==> src/rtl/wmhe_ram.sv <==
// Generic single-port RAM with registered read.
module wmhe_ram #(
    parameter int WIDTH = 8,
    parameter int DEPTH = 16
) (
    input  logic                     aclk,
    input  logic                     we,
    input  logic [$clog2(DEPTH)-1:0] addr,
    input  logic [WIDTH-1:0]         wdata,
    output logic [WIDTH-1:0]         rdata
);
    logic [WIDTH-1:0] mem [DEPTH];

    always_ff @(posedge aclk) begin
        if (we) begin
            mem[addr] <= wdata;
        end
        rdata <= mem[addr];
    end
endmodule

==> config.mk <==
export PLATFORM = sky130hd
export DESIGN_NAME = wmhe_ram
export DESIGN_NICKNAME = d
export VERILOG_FILES = /design/src/rtl/wmhe_ram.sv
export SDC_FILE = /design/constraint.sdc
export NUM_CORES = 1
export LEC_CHECK = 0
export BUFFER_PORTS_ARGS = -buffer_cell sky130_fd_sc_hd__buf_2
export CORE_ASPECT_RATIO = 1.75
export CORE_MARGIN = 1
export CORE_UTILIZATION = 65
export DETAILED_ROUTE_END_ITERATION = 16
export PLACE_DENSITY = 0.8
export SLEW_MARGIN = 5
export SYNTH_ARGS = -nofsm -noshare
export SYNTH_HDL_FRONTEND = slang
export SYNTH_SLANG_ARGS = --single-unit
==> constraint.sdc <==
create_clock -name aclk -period 3.67 [get_ports aclk]
set_clock_uncertainty 0.05 [all_clocks]
set_input_delay 0.367 -clock aclk [delete_from_list [all_inputs] [get_ports aclk]]
set_output_delay 0.367 -clock aclk [all_outputs]
set_load 0.1 [all_outputs]
==> results.md <==
- Clock latency on the worst-skew pair: 0.41 ns
- DPL Wire Length: 6.18 mm
- Final Routed Wirelength: 9.75 mm
- Die X: 68.7 um
- I/O Buffers: 21
- Distinct cells, synth: 18
- Pins over their slew limit: 0
- CTS tree: yes
- Global-route wire length before repair: 14.5 mm
- Vias in the first global route: 2412
- Pwr Density: 596 nW/um^2
- Via count: 2357
- PnR Total Power: 3.43 mW
- Initial Util: 67.0%
- Largest net degree at the start of global routing: 40
- # DRC: 0
- Total GRT Usage: 28.1%
- Placed cells: 331
- Status: completed
- Number of core rows: 42
- Setup TNS: 0 ns
- Post-Syn Nets: 244
- CP endpoint kind: flop
- Final-report setup violation count: 0
- Post-CTS Setup Repair Bufs: 0
- CTS Hold Bufs: 0
- Initial DRC Count: 218
- CTS Buffer Depth: 2
- Startpoint Class: input port
- DR WL/cell: 27.0 um
- Root cell of the clock tree: clkbuf_16
- Placer Congestion: 0.817
- I/O pins: 22
- CP Data Arrival Time: 2.16 ns
- Clock slew at reported path FFs: 0.05 ns
- CTS resizes: 0
- TritonCTS Sinks: 136
- Pre-CTS WS: 1.15 ns
- Max rail drop VDD: 0.434 mV
- Area grow syn2layout: 13.4%
- Post-layout nets: 276
- Sequential area share after synthesis: 79.0%
- Setup CP Type: input port to flop
- Layout cell share with drive strength beyond 1: 28.2%
- H-tree Lvls: 4
- Total grt overflow: 0
- Synthesis Warnings: 0
- Slew margin rel.: 18.3%
- DR vias/cell: 6.53
- Cell area after layout: 5750 sq um
- Post-place instance area: 5250 sq um
- Tcrit/Tclk final: 59.2%
- Final setup margin: 1.50 ns
- CORE AREA: 7570 sq um
- Final Critical Period: 2.17 ns
- #FFs+latches synth: 136
- First-pass iteration count of the detailed router: 5
- Die Y-Extent: 119 um
- Final Hold Viols: 0
- CP Max Fanout: 39
- Layout Cells excl Fill: 361
- Worst slew pin tran: 1.22 ns
- Max-cap violation count: 0
- Cts bufs inserted: 17
- Die ar.: 8170 sq um
- Peak Freq: 0.460 GHz
- Worst hold slack: 0.305 ns
- Initial antenna violation count: 0
- Mapped cell area: 5070 sq um
- Synth Instances: 230
- RSZ-0062 raised after global routing: false
- WP data required: 3.65 ns
- Syn Area/Cell: 22.0 sq um
- Hold/Removal Path Class: input port to flop
- Antenna viol nets, final: 0
- LEAKAGE: 1.88 nW
- Core Util, Final: 76.0%
- # diodes: 0
## cell families (layout without fill, tap and decap cells)
group,Yosys count,count (layout),synth area share [%]
buffers and inverters,11,54,1.19
multiplexers,32,32,14.2
AO/OA/AOI/OAI,16,16,2.37
flip-flops,136,136,79.0
AND/OR/NAND/NOR,35,35,3.21
## state kept, by name, summed over array words and instances, names as in the netlist
name	cells
mem	128
rdata	8
## metal layers
layer  global-route usage [%]  up-vias  routed length (um)
met4                     15.7        0                 387
met2                     45.4      118                5390
li1                         -     1027                   -
met3                     6.37       27                 607
met5                        0        -                   0
met1                     33.9     1185                3360
## worst max-delay path, cell delays in order
cell	delay (ns)
buf_2	0.69
nand2_1	0.31
nor2_1	0.77
## cell type report
class                           instances  area (sq um)
Fill cell                             409          1820
Clock buffer                           23           448
Clock inverter                          7          55.1
Sequential cell                       136          4000
Tap cell                               88           110
Multi-Input combinational cell         83          1000
Timing Repair Buffer                   24           128
## final timing paths
kind / startpoint / to / slack, ns / cells after the start
worst min register to register: mem[15][4]$_DFFE_PP_ / rdata[4]$_DFF_P_ / 0.63 / 3
worst max-delay path: addr[1] / mem[7][6]$_DFFE_PP_ / 1.50 / 3
worst max register to register: mem[2][7]$_DFFE_PP_ / rdata[7]$_DFF_P_ / 2.23 / 3
worst min-delay path: wdata[0] / mem[2][0]$_DFFE_PP_ / 0.31 / 1
## cell usage in the layout, fill, tap and decap left out, drive strengths merged
master / instances
nor2: 13
nor3: 4
mux4: 32
nand2b: 2
nor2b: 2
nand3: 1
a22oi: 16
nand3b: 2
clkinv: 6
nand2: 9
clkbuf: 23
or3b: 1
dfxtp: 8
edfxtp: 128
buf: 24
and2: 1
bufinv: 1
## synth_stat cells
| cell | number | area share, % |
|---|---|---|
| edfxtp_1 | 128 | 76 |
| mux4_2 | 32 | 14 |
| a22oi_1 | 16 | 2.4 |
| nor2_1 | 13 | 0.96 |
| nand2_1 | 9 | 0.67 |
| dfxtp_1 | 8 | 3.2 |
| buf_1 | 4 | 0.30 |
| nor3_1 | 4 | 0.40 |
| buf_2 | 2 | 0.20 |
| buf_6 | 2 | 0.44 |
| clkbuf_1 | 2 | 0.15 |
| nand2b_1 | 2 | 0.25 |
| nand3b_1 | 2 | 0.30 |
| nor2b_1 | 2 | 0.25 |
| and2_1 | 1 | 0.12 |
| clkbuf_2 | 1 | 0.099 |
| nand3_1 | 1 | 0.099 |
| or3b_2 | 1 | 0.17 |
## power breakdown
part / switching, mW / internal (mW)
Combinational: 0.168 / 0.0630
Sequential: 0.0116 / 1.74
Clock: 0.539 / 0.907
(Power assumes the default switching activity.)
